**config.mk**
```make
export PLATFORM = sky130hd
export DESIGN_NAME = xorshift_rotate_random_generator
export DESIGN_NICKNAME = d
export VERILOG_FILES = /design/src/rtl/xrrg_pkg.sv /design/src/rtl/xrrg_front.sv /design/src/rtl/xrrg_queue.sv /design/src/rtl/xrrg_back.sv /design/src/rtl/xorshift_rotate_random_generator.sv
export SDC_FILE = /design/constraint.sdc
export NUM_CORES = 2
export LEC_CHECK = 0
export BUFFER_PORTS_ARGS = -buffer_cell sky130_fd_sc_hd__buf_2
export CORE_MARGIN = 1.5
export CORE_UTILIZATION = 50
export CTS_CLUSTER_SIZE = 10
export DETAILED_ROUTE_END_ITERATION = 7
export PLACE_DENSITY = 0.7
export SLEW_MARGIN = 25
export SYNTH_ARGS = -nofsm -noshare
export SYNTH_HDL_FRONTEND = slang
export SYNTH_SLANG_ARGS = --single-unit
```
**constraint.sdc**
```tcl
create_clock -name clock -period 10.55 [get_ports clock]
set_input_delay 0 -clock clock [delete_from_list [all_inputs] [get_ports clock]]
set_output_delay 0 -clock clock [all_outputs]
set_load 0.01 [all_outputs]
```
**src/rtl/xrrg_pkg.sv**
```systemverilog
// Shared types and constants for the xorshift/rotate random generator.
// Used by every module of the block; depends on nothing else.
package xrrg_pkg;

   localparam int unsigned WORD_W = 64;
   localparam int unsigned OP_W   = 3;

   // Request operation codes.
   localparam logic [OP_W-1:0] OP_RAW       = 3'd0;
   localparam logic [OP_W-1:0] OP_RANGE     = 3'd1;
   localparam logic [OP_W-1:0] OP_FRACTION  = 3'd2;
   localparam logic [OP_W-1:0] OP_FULL_SEED = 3'd3;
   localparam logic [OP_W-1:0] OP_SET_MAIN  = 3'd4;

   localparam logic [WORD_W-1:0] SIDE_INIT = 64'hCAFE_F00D_D15E_A5E5;

   // Shift of the fraction form: a 64-bit draw cut to 53 bits.
   localparam int unsigned FRAC_SHIFT = 11;

   // Number of radix-2 steps for a 64-bit remainder.
   localparam int unsigned DIV_STEPS = WORD_W;
   localparam int unsigned CNT_W     = $clog2(DIV_STEPS);

   typedef enum logic [1:0] {
      KIND_RAW,
      KIND_RANGE,
      KIND_FRACTION
   } kind_type;

   // A classified draw handed from the front end to the back end.
   typedef struct packed {
      kind_type          kind;
      logic [WORD_W-1:0] main_word;
      logic [WORD_W-1:0] low_bound;
      logic [WORD_W-1:0] span;
   } job_type;

   typedef enum logic [2:0] {
      BK_IDLE,
      BK_SCALE,
      BK_MUL,
      BK_DIV,
      BK_ADD,
      BK_DONE
   } back_state_type;

endpackage

```
**src/rtl/xrrg_front.sv**
```systemverilog
// Front end: holds the two generator words, accepts requests, advances the
// state for each draw and hands a classified job on. Uses xrrg_pkg.
module xrrg_front (
   input  logic                              clock,
   input  logic                              reset,
   input  logic                              req_push,
   output logic                              req_full,
   input  logic [xrrg_pkg::OP_W-1:0]         req_op,
   input  logic [xrrg_pkg::WORD_W-1:0]       req_low_bound,
   input  logic [xrrg_pkg::WORD_W-1:0]       req_high_bound,
   input  logic [xrrg_pkg::WORD_W-1:0]       req_seed_value,
   output logic                              job_push,
   output xrrg_pkg::job_type                 job_data,
   input  logic                              queue_full
);

   logic [xrrg_pkg::WORD_W-1:0] main_ff, main_in;
   logic [xrrg_pkg::WORD_W-1:0] side_ff, side_in;
   logic [xrrg_pkg::WORD_W-1:0] next_main, next_side;
   logic [xrrg_pkg::WORD_W-1:0] side_shift, side_mix, main_mix;
   logic                        accept;

   assign req_full = queue_full;
   assign accept   = req_push && !queue_full;

   // One step of the xorshift/rotate recurrence.
   always_comb begin
      side_shift = {side_ff[xrrg_pkg::WORD_W-18:0], 17'd0};
      side_mix   = side_ff ^ main_ff;
      main_mix   = main_ff ^ side_mix;
      next_side  = side_mix ^ side_shift;
      next_main  = {main_mix[18:0], main_mix[xrrg_pkg::WORD_W-1:19]};
   end

   always_comb begin
      main_in           = main_ff;
      side_in           = side_ff;
      job_push          = 1'b0;
      job_data.kind     = xrrg_pkg::KIND_RAW;
      job_data.main_word = main_ff;
      job_data.low_bound = req_low_bound;
      job_data.span     = req_high_bound - req_low_bound + 64'd1;
      if (accept) begin
         case (req_op)
            xrrg_pkg::OP_RAW, xrrg_pkg::OP_RANGE, xrrg_pkg::OP_FRACTION: begin
               job_push = 1'b1;
               main_in  = next_main;
               side_in  = next_side;
               if (req_op == xrrg_pkg::OP_RANGE) begin
                  job_data.kind = xrrg_pkg::KIND_RANGE;
               end else if (req_op == xrrg_pkg::OP_FRACTION) begin
                  job_data.kind = xrrg_pkg::KIND_FRACTION;
               end
            end
            xrrg_pkg::OP_FULL_SEED: begin
               main_in = req_seed_value;
               side_in = xrrg_pkg::SIDE_INIT;
            end
            xrrg_pkg::OP_SET_MAIN: begin
               main_in = req_seed_value;
            end
            default: begin
            end
         endcase
      end
   end

   always_ff @(posedge clock) begin
      if (reset) begin
         main_ff <= '0;
         side_ff <= xrrg_pkg::SIDE_INIT;
      end else begin
         main_ff <= main_in;
         side_ff <= side_in;
      end
   end

endmodule

```
**src/rtl/xrrg_queue.sv**
```systemverilog
// Short job queue between the front end and the back end.
// Uses xrrg_pkg for the job type.
module xrrg_queue #(
   parameter int unsigned DEPTH = 2
) (
   input  logic              clock,
   input  logic              reset,
   input  logic              push,
   input  xrrg_pkg::job_type push_data,
   output logic              full,
   input  logic              pop,
   output xrrg_pkg::job_type pop_data,
   output logic              empty
);

   localparam int unsigned PTR_W = (DEPTH > 1) ? $clog2(DEPTH) : 1;
   localparam int unsigned CNT_W = $clog2(DEPTH + 1);

   xrrg_pkg::job_type  entry_ff [DEPTH];
   logic [PTR_W-1:0]   wr_ptr_ff, wr_ptr_in;
   logic [PTR_W-1:0]   rd_ptr_ff, rd_ptr_in;
   logic [CNT_W-1:0]   count_ff, count_in;
   logic               do_push, do_pop;

   assign full     = (count_ff == CNT_W'(DEPTH));
   assign empty    = (count_ff == '0);
   assign do_push  = push && !full;
   assign do_pop   = pop && !empty;
   assign pop_data = entry_ff[rd_ptr_ff];

   always_comb begin
      wr_ptr_in = wr_ptr_ff;
      rd_ptr_in = rd_ptr_ff;
      count_in  = count_ff;
      if (do_push) begin
         wr_ptr_in = (wr_ptr_ff == PTR_W'(DEPTH - 1)) ? '0 : wr_ptr_ff + PTR_W'(1);
      end
      if (do_pop) begin
         rd_ptr_in = (rd_ptr_ff == PTR_W'(DEPTH - 1)) ? '0 : rd_ptr_ff + PTR_W'(1);
      end
      if (do_push && !do_pop) begin
         count_in = count_ff + CNT_W'(1);
      end else if (do_pop && !do_push) begin
         count_in = count_ff - CNT_W'(1);
      end
   end

   always_ff @(posedge clock) begin
      if (do_push) begin
         entry_ff[wr_ptr_ff] <= push_data;
      end
   end

   always_ff @(posedge clock) begin
      if (reset) begin
         wr_ptr_ff <= '0;
         rd_ptr_ff <= '0;
         count_ff  <= '0;
      end else begin
         wr_ptr_ff <= wr_ptr_in;
         rd_ptr_ff <= rd_ptr_in;
         count_ff  <= count_in;
      end
   end

endmodule

```
**src/rtl/xrrg_back.sv**
```systemverilog
// Back end: scrambles a drawn state word into the output value, reduces it
// into a range with a radix-2 remainder unit, and holds the result register.
// Uses xrrg_pkg.
module xrrg_back (
   input  logic                        clock,
   input  logic                        reset,
   input  logic                        job_valid,
   input  xrrg_pkg::job_type           job_data,
   output logic                        job_pop,
   output logic                        rsp_empty,
   input  logic                        rsp_pop,
   output logic [xrrg_pkg::WORD_W-1:0] rsp_value
);

   localparam int unsigned W = xrrg_pkg::WORD_W;

   xrrg_pkg::back_state_type state_ff, state_in;
   xrrg_pkg::kind_type       kind_ff, kind_in;
   logic [W-1:0]             low_ff, low_in;
   logic [W-1:0]             span_ff, span_in;
   logic [W-1:0]             work_ff, work_in;
   logic [W:0]               rem_ff, rem_in;
   logic [xrrg_pkg::CNT_W-1:0] cnt_ff, cnt_in;
   logic [W-1:0]             res_ff, res_in;
   logic                     out_valid_ff, out_valid_in;
   logic [W-1:0]             out_value_ff, out_value_in;

   logic [W-1:0]             times5, times9;
   logic [W:0]               rem_shift;
   logic [W+1:0]             rem_diff;
   logic                     out_free;

   assign rsp_empty = !out_valid_ff;
   assign rsp_value = out_value_ff;
   assign out_free  = !out_valid_ff || rsp_pop;

   always_comb begin
      times5    = work_ff + {work_ff[W-3:0], 2'b00};
      times9    = work_ff + {work_ff[W-4:0], 3'b000};
      rem_shift = {rem_ff[W-1:0], work_ff[W-1]};
      rem_diff  = {1'b0, rem_shift} - {2'b00, span_ff};
   end

   always_comb begin
      state_in     = state_ff;
      kind_in      = kind_ff;
      low_in       = low_ff;
      span_in      = span_ff;
      work_in      = work_ff;
      rem_in       = rem_ff;
      cnt_in       = cnt_ff;
      res_in       = res_ff;
      out_valid_in = out_valid_ff && !rsp_pop;
      out_value_in = out_value_ff;
      job_pop      = 1'b0;
      case (state_ff)
         xrrg_pkg::BK_IDLE: begin
            if (job_valid) begin
               job_pop  = 1'b1;
               kind_in  = job_data.kind;
               low_in   = job_data.low_bound;
               span_in  = job_data.span;
               work_in  = job_data.main_word;
               state_in = xrrg_pkg::BK_SCALE;
            end
         end
         xrrg_pkg::BK_SCALE: begin
            // rotl(main * 5, 7)
            work_in  = {times5[W-8:0], times5[W-1:W-7]};
            state_in = xrrg_pkg::BK_MUL;
         end
         xrrg_pkg::BK_MUL: begin
            work_in = times9;
            cnt_in  = '0;
            if (kind_ff == xrrg_pkg::KIND_RANGE) begin
               if (span_ff == '0) begin
                  // Full range: the draw is added to the low bound unreduced.
                  rem_in   = {1'b0, times9};
                  state_in = xrrg_pkg::BK_ADD;
               end else begin
                  rem_in   = '0;
                  state_in = xrrg_pkg::BK_DIV;
               end
            end else if (kind_ff == xrrg_pkg::KIND_FRACTION) begin
               res_in   = times9 >> xrrg_pkg::FRAC_SHIFT;
               state_in = xrrg_pkg::BK_DONE;
            end else begin
               res_in   = times9;
               state_in = xrrg_pkg::BK_DONE;
            end
         end
         xrrg_pkg::BK_DIV: begin
            // One restoring step: shift in the next dividend bit, subtract if it fits.
            if (rem_diff[W+1]) begin
               rem_in = rem_shift;
            end else begin
               rem_in = rem_diff[W:0];
            end
            work_in = {work_ff[W-2:0], 1'b0};
            cnt_in  = cnt_ff + xrrg_pkg::CNT_W'(1);
            if (cnt_ff == xrrg_pkg::CNT_W'(xrrg_pkg::DIV_STEPS - 1)) begin
               state_in = xrrg_pkg::BK_ADD;
            end
         end
         xrrg_pkg::BK_ADD: begin
            res_in   = low_ff + rem_ff[W-1:0];
            state_in = xrrg_pkg::BK_DONE;
         end
         xrrg_pkg::BK_DONE: begin
            if (out_free) begin
               out_valid_in = 1'b1;
               out_value_in = res_ff;
               state_in     = xrrg_pkg::BK_IDLE;
            end
         end
         default: begin
            state_in = xrrg_pkg::BK_IDLE;
         end
      endcase
   end

   always_ff @(posedge clock) begin
      kind_ff      <= kind_in;
      low_ff       <= low_in;
      span_ff      <= span_in;
      work_ff      <= work_in;
      rem_ff       <= rem_in;
      res_ff       <= res_in;
      out_value_ff <= out_value_in;
   end

   always_ff @(posedge clock) begin
      if (reset) begin
         state_ff     <= xrrg_pkg::BK_IDLE;
         cnt_ff       <= '0;
         out_valid_ff <= 1'b0;
      end else begin
         state_ff     <= state_in;
         cnt_ff       <= cnt_in;
         out_valid_ff <= out_valid_in;
      end
   end

   // The step counter only runs while a remainder is being formed.
   assert property (@(posedge clock) disable iff (reset)
      (state_ff != xrrg_pkg::BK_DIV) |-> (cnt_ff == '0))
      else $error("step counter running outside the division");

   // The partial remainder stays below a nonzero span throughout the division.
   assert property (@(posedge clock) disable iff (reset)
      (state_ff == xrrg_pkg::BK_DIV) |->
      (span_ff != '0 && rem_ff < {1'b0, span_ff}))
      else $error("partial remainder out of bounds");

   // Only range jobs reach the final addition.
   assert property (@(posedge clock) disable iff (reset)
      (state_ff == xrrg_pkg::BK_ADD) |-> (kind_ff == xrrg_pkg::KIND_RANGE))
      else $error("non-range job in addition stage");

   // A finished result is delivered once the output slot frees.
   assert property (@(posedge clock) disable iff (reset)
      (state_ff == xrrg_pkg::BK_DONE && out_free) |=>
      (!rsp_empty && state_ff == xrrg_pkg::BK_IDLE))
      else $error("result not moved to output register");

endmodule

```
**src/rtl/xorshift_rotate_random_generator.sv**
```systemverilog
// Xorshift/rotate random generator with raw, range and fraction draws.
// A front end advances the two state words and classifies each request, a
// short job queue decouples it from a back end that scrambles the draw and
// reduces range draws with a radix-2 remainder unit, one bit per cycle.
// Seed requests give no transaction. Raw and fraction draws pass through
// scale, multiply and done in the back end; range draws add the 64 steps of
// the remainder unit (none for a full range) and an addition. While the back
// end works, the front end keeps accepting requests until the queue is full.
// Depends on xrrg_pkg, xrrg_front, xrrg_queue and xrrg_back.
module xorshift_rotate_random_generator #(
   parameter int unsigned QUEUE_DEPTH = 2
) (
   input  logic                              clock,
   input  logic                              reset,
   input  logic                              req_push,
   output logic                              req_full,
   input  logic [xrrg_pkg::OP_W-1:0]         req_op,
   input  logic [xrrg_pkg::WORD_W-1:0]       req_low_bound,
   input  logic [xrrg_pkg::WORD_W-1:0]       req_high_bound,
   input  logic [xrrg_pkg::WORD_W-1:0]       req_seed_value,
   output logic                              rsp_empty,
   input  logic                              rsp_pop,
   output logic [xrrg_pkg::WORD_W-1:0]       rsp_value
);

   xrrg_pkg::job_type push_job;
   xrrg_pkg::job_type head_job;
   logic              job_push;
   logic              queue_full;
   logic              queue_empty;
   logic              job_pop;

   xrrg_front u_front (
      .clock          (clock),
      .reset          (reset),
      .req_push       (req_push),
      .req_full       (req_full),
      .req_op         (req_op),
      .req_low_bound  (req_low_bound),
      .req_high_bound (req_high_bound),
      .req_seed_value (req_seed_value),
      .job_push       (job_push),
      .job_data       (push_job),
      .queue_full     (queue_full)
   );

   xrrg_queue #(
      .DEPTH (QUEUE_DEPTH)
   ) u_queue (
      .clock     (clock),
      .reset     (reset),
      .push      (job_push),
      .push_data (push_job),
      .full      (queue_full),
      .pop       (job_pop),
      .pop_data  (head_job),
      .empty     (queue_empty)
   );

   xrrg_back u_back (
      .clock     (clock),
      .reset     (reset),
      .job_valid (!queue_empty),
      .job_data  (head_job),
      .job_pop   (job_pop),
      .rsp_empty (rsp_empty),
      .rsp_pop   (rsp_pop),
      .rsp_value (rsp_value)
   );

endmodule
```
==> results.py <==
metrics = {
    "run_status": {
        "status": "completed",
    },
    "logic_synthesis": {
        "synth_top_cell_area_share": 0.4178,
        "synthTopCellsByCount": "774 x edfxtp_1, 527 x a21oi_1, 490 x nand2_1",
        "ys.flop_type": "edfxtp_1",
        "synth_fa_ha_area_frac": 0.08614,
        "synth_edf_count": 774,
        "ys_ff_latch": 917,
        "yosys.area_share.simple": 0.1057,
        "synth-xor-area-share": 0.05557,
        "yosysMostFrequentCell": "edfxtp_1",
        "synth.distinct_cells": 95,
        "yosysSeqAreaShare": 0.4692,
        "synth_warnings": 0,
        "synth.largest_area_cell": "edfxtp_1",
        "syn_area_per_cell_sq_um": 10.33,
        "synthArstFlopShare": 0,
        "synthCells": 5387,
        "synth.net_count": 5966,
        "synth_top_family_by_area": "compound AO/OA/AOI/OAI gates",
        "netlist_area_sq_um": 55630,
        "synth_mux_area_frac": 0.04934,
        "synth_compound_area_frac": 0.2002,
        "netlist_top_cells_area": "edfxtp_1 42%, ha_1 8.4%, dfxtp_1 5.1%",
    },
    "timing": {
        "worst_slew_pin_slew_ns": 1.135,
        "hold_violations": 0,
        "maxSlewHeadroom": 0.2336,
        "fin_crit_sh": 0.4408,
        "period_minus_slack_ns": 4.651,
        "hold_ws_ns": 0.03319,
        "setup_tns_ns": 0,
        "rsz0062_at_grt": "no",
        "drv_slew": 0,
        "finalSetupViolations": 0,
        "skew_ns": 0.04629,
        "max_freq_ghz": 0.2150,
    },
    "floorplan": {
        "die_x_microns": 336.6,
        "dieHeight_microns": 336.6,
        "dieArea_sq_um": 113300,
        "io_pins": 265,
        "rows": 122,
        "start_util": 0.5034,
        "core_area_sq_um": 110500,
    },
    "cts": {
        "cts_tree": "built",
        "cts_num_sinks": 917,
        "cts_root_buffer": "clkbuf_16",
        "cts_made_buffers": 107,
        "clkLatencyLatePin_ns": 0.73,
        "clk_path_buf_depth": 3,
        "path_clk_slew_ns": 0.06,
        "htreeDepth": 3,
        "cts_setup_buffers": 0,
        "cts_resized": 0,
    },
    "setup_path": {
        "worstPathMaxFanout": 3,
        "r2r-start": "u_back.work_ff[63]$_DFFE_PP_",
        "cp_top_family": "compound AO/OA/AOI/OAI gates",
        "cp_num_buf_inv": 2,
        "worst_path_max_delay_cell": "edfxtp_1",
        "ff2ff_setup_slack_ns": 5.90,
        "path_class": "flop to flop",
        "reg2reg_depth": 14,
        "critPathArrivalTime_ns": 5.07,
        "worst_r2r_endpoint": "u_back.rem_ff[56]$_DFFE_PP_",
        "cp-end-kind": "flop",
        "crit_path_start_kind": "flop",
        "crit_chain": "inv_1 -> ha_1 -> inv_1 -> fa_1 -> a21o_1 -> a311o_1 -> a21oi_1 -> o21ai_1 -> a31oi_1 -> nor3_1 -> o211ai_1 -> a21oi_1 -> xnor2_1 -> o21ai_0",
        "critPathRequiredTime_ns": 10.97,
        "crit_path_max_incr_delay_ns": 0.58,
    },
    "layout": {
        "largest_register_ffs": 388,
        "top_register": "u_queue.entry_ff",
        "area_growth_pct": 14.89,
        "nets": 6362,
        "final_area_sq_um": 63920,
        "drive_gt1_frac": 0.1145,
    },
    "hold_path": {
        "min_to": "u_queue.entry_ff[1][75]$_DFFE_PP_",
        "hp-start": "req_low_bound[11]",
        "holdPathStages": 2,
        "hold_path.class": "input port to flop",
    },
    "detailed_routing": {
        "first_pass_iters": 6,
        "wl_microns": 190000,
        "wl_per_cell_microns": 25.91,
        "drt_iter0_markers": 5268,
        "ant_nets": 0,
        "num_vias": 46250,
        "via_per_inst": 6.307,
        "drc": 0,
    },
    "power_and_ir_drop": {
        "p_seq_frac": 0.256,
        "cellInternalPower_w": 0.01148,
        "switching_power_w": 0.01109,
        "power_frac_clock": 0.151,
        "total_leakage_power_nw": 24.79,
        "irDropWorstVdd_mv": 0.2330,
        "p_sw_frac": 0.4914,
        "power_density_nw_per_um2": 353.1,
        "comb_power_share": 0.593,
    },
    "global_route": {
        "grt_first_pass_wirelength_microns": 279000,
        "antenna_found_initial": 11,
        "overflow": 0,
        "grt_pass1_vias": 43810,
        "grt_usage": 0.3272,
        "grt_max_degree": 129,
    },
    "placement": {
        "place_area_sq_um": 58350,
        "portBuffers": 264,
        "routabilityCongestion": 1.011,
        "hpwlAfterDp_microns": 140300,
    },
    "run": {
        "maxCapViolations": 0,
    },
}
## per-stage QoR
step           worst slack (ns)  power (W)  instances    util
2_1_floorplan            0.6319    0.01402       5387       -
3_3_place_gp              6.051    0.01870       6922  0.5279
3_5_place_dp              6.093    0.01865       6922  0.5280
4_1_cts                   6.056    0.02222       7331  0.5783
5_1_grt                   5.810    0.02363       7332  0.5783
6_report                  5.899    0.02257       7333  0.5783
## repair_timing
action,in CTS,in global routing
hold buffers,239,0
setup endpoints to repair,0,0
hold endpoints to repair,299,0
## layout by cell type, fill, tap and decap left out, drive strengths merged, types with 62 or more instances in the layout
| cell | n |
|---|---|
| a21o | 190 |
| a21oi | 529 |
| buf | 318 |
| clkbuf | 148 |
| dfxtp | 143 |
| dlygate4sd3 | 239 |
| edfxtp | 774 |
| ha | 375 |
| inv | 220 |
| mux2 | 146 |
| mux2i | 110 |
| nand2 | 490 |
| nand3 | 75 |
| nand4 | 83 |
| nor2 | 324 |
| nor3 | 83 |
| o21ai | 318 |
| o21bai | 62 |
| o221ai | 77 |
| xnor2 | 179 |
| xor2 | 174 |
## cell type report
cell class	count	area [sq um]
clock buffer	148	2872
timing repair buffer	557	4159
antenna	1	2.502
inverter	219	822.0
clock inverter	22	287.8
multi-input combinational	3981	27800
fill	9337	46600
sequential	917	26110
tap	1488	1862
## routing by layer
metal,share of wire,vias to the layer above,GRT usage,wire length [microns]
met3,0.084,343,0.05211,15940
met2,0.45,2227,0.5116,85790
met4,0.033,6,0.1039,6296
li1,-,21120,-,-
met5,0.00021,-,0,40
met1,0.43,22550,0.4648,81930
## power groups by stage
| stage | logic, W | clock network (W) | registers (W) |
|---|---|---|---|
| final | 0.0134 | 0.00341 | 0.00578 |
| after global routing | 0.0142 | 0.00359 | 0.00582 |
| after CTS | 0.0130 | 0.00346 | 0.00576 |
| after detailed placement | 0.0128 | 0 | 0.00583 |
| after global placement | 0.0129 | 0 | 0.00581 |
| after floorplan | 0.00852 | 0 | 0.00550 |
## logic make-up (layout without fill, tap and decap cells)
family	after synthesis	count (layout)
xor+xnor	353	353
fa+ha+maj	380	380
other cells	0	1
compound gates	1708	1708
mux	256	256
flops	917	917
simple gates	1284	1284
buf+inv	489	946
## worst max path at each step
stage	startpoint	to	slack [ns]	cells after the start
after floorplan	u_queue.count_ff[0]$_SDFFE_PP0P_	u_queue.entry_ff[0][0]$_DFFE_PP_	0.63	6
after global placement	u_back.work_ff[46]$_DFFE_PP_	u_back.res_ff[49]$_DFFE_PP_	6.05	12
after detailed placement	u_back.work_ff[3]$_DFFE_PP_	u_back.res_ff[61]$_DFFE_PP_	6.09	13
after CTS	u_back.work_ff[3]$_DFFE_PP_	u_back.res_ff[61]$_DFFE_PP_	6.06	13
after global routing	u_back.work_ff[44]$_DFFE_PP_	u_back.res_ff[49]$_DFFE_PP_	5.81	12
final	u_back.work_ff[63]$_DFFE_PP_	u_back.rem_ff[56]$_DFFE_PP_	5.90	14
Note: power is estimated with default switching activity, not from simulation.
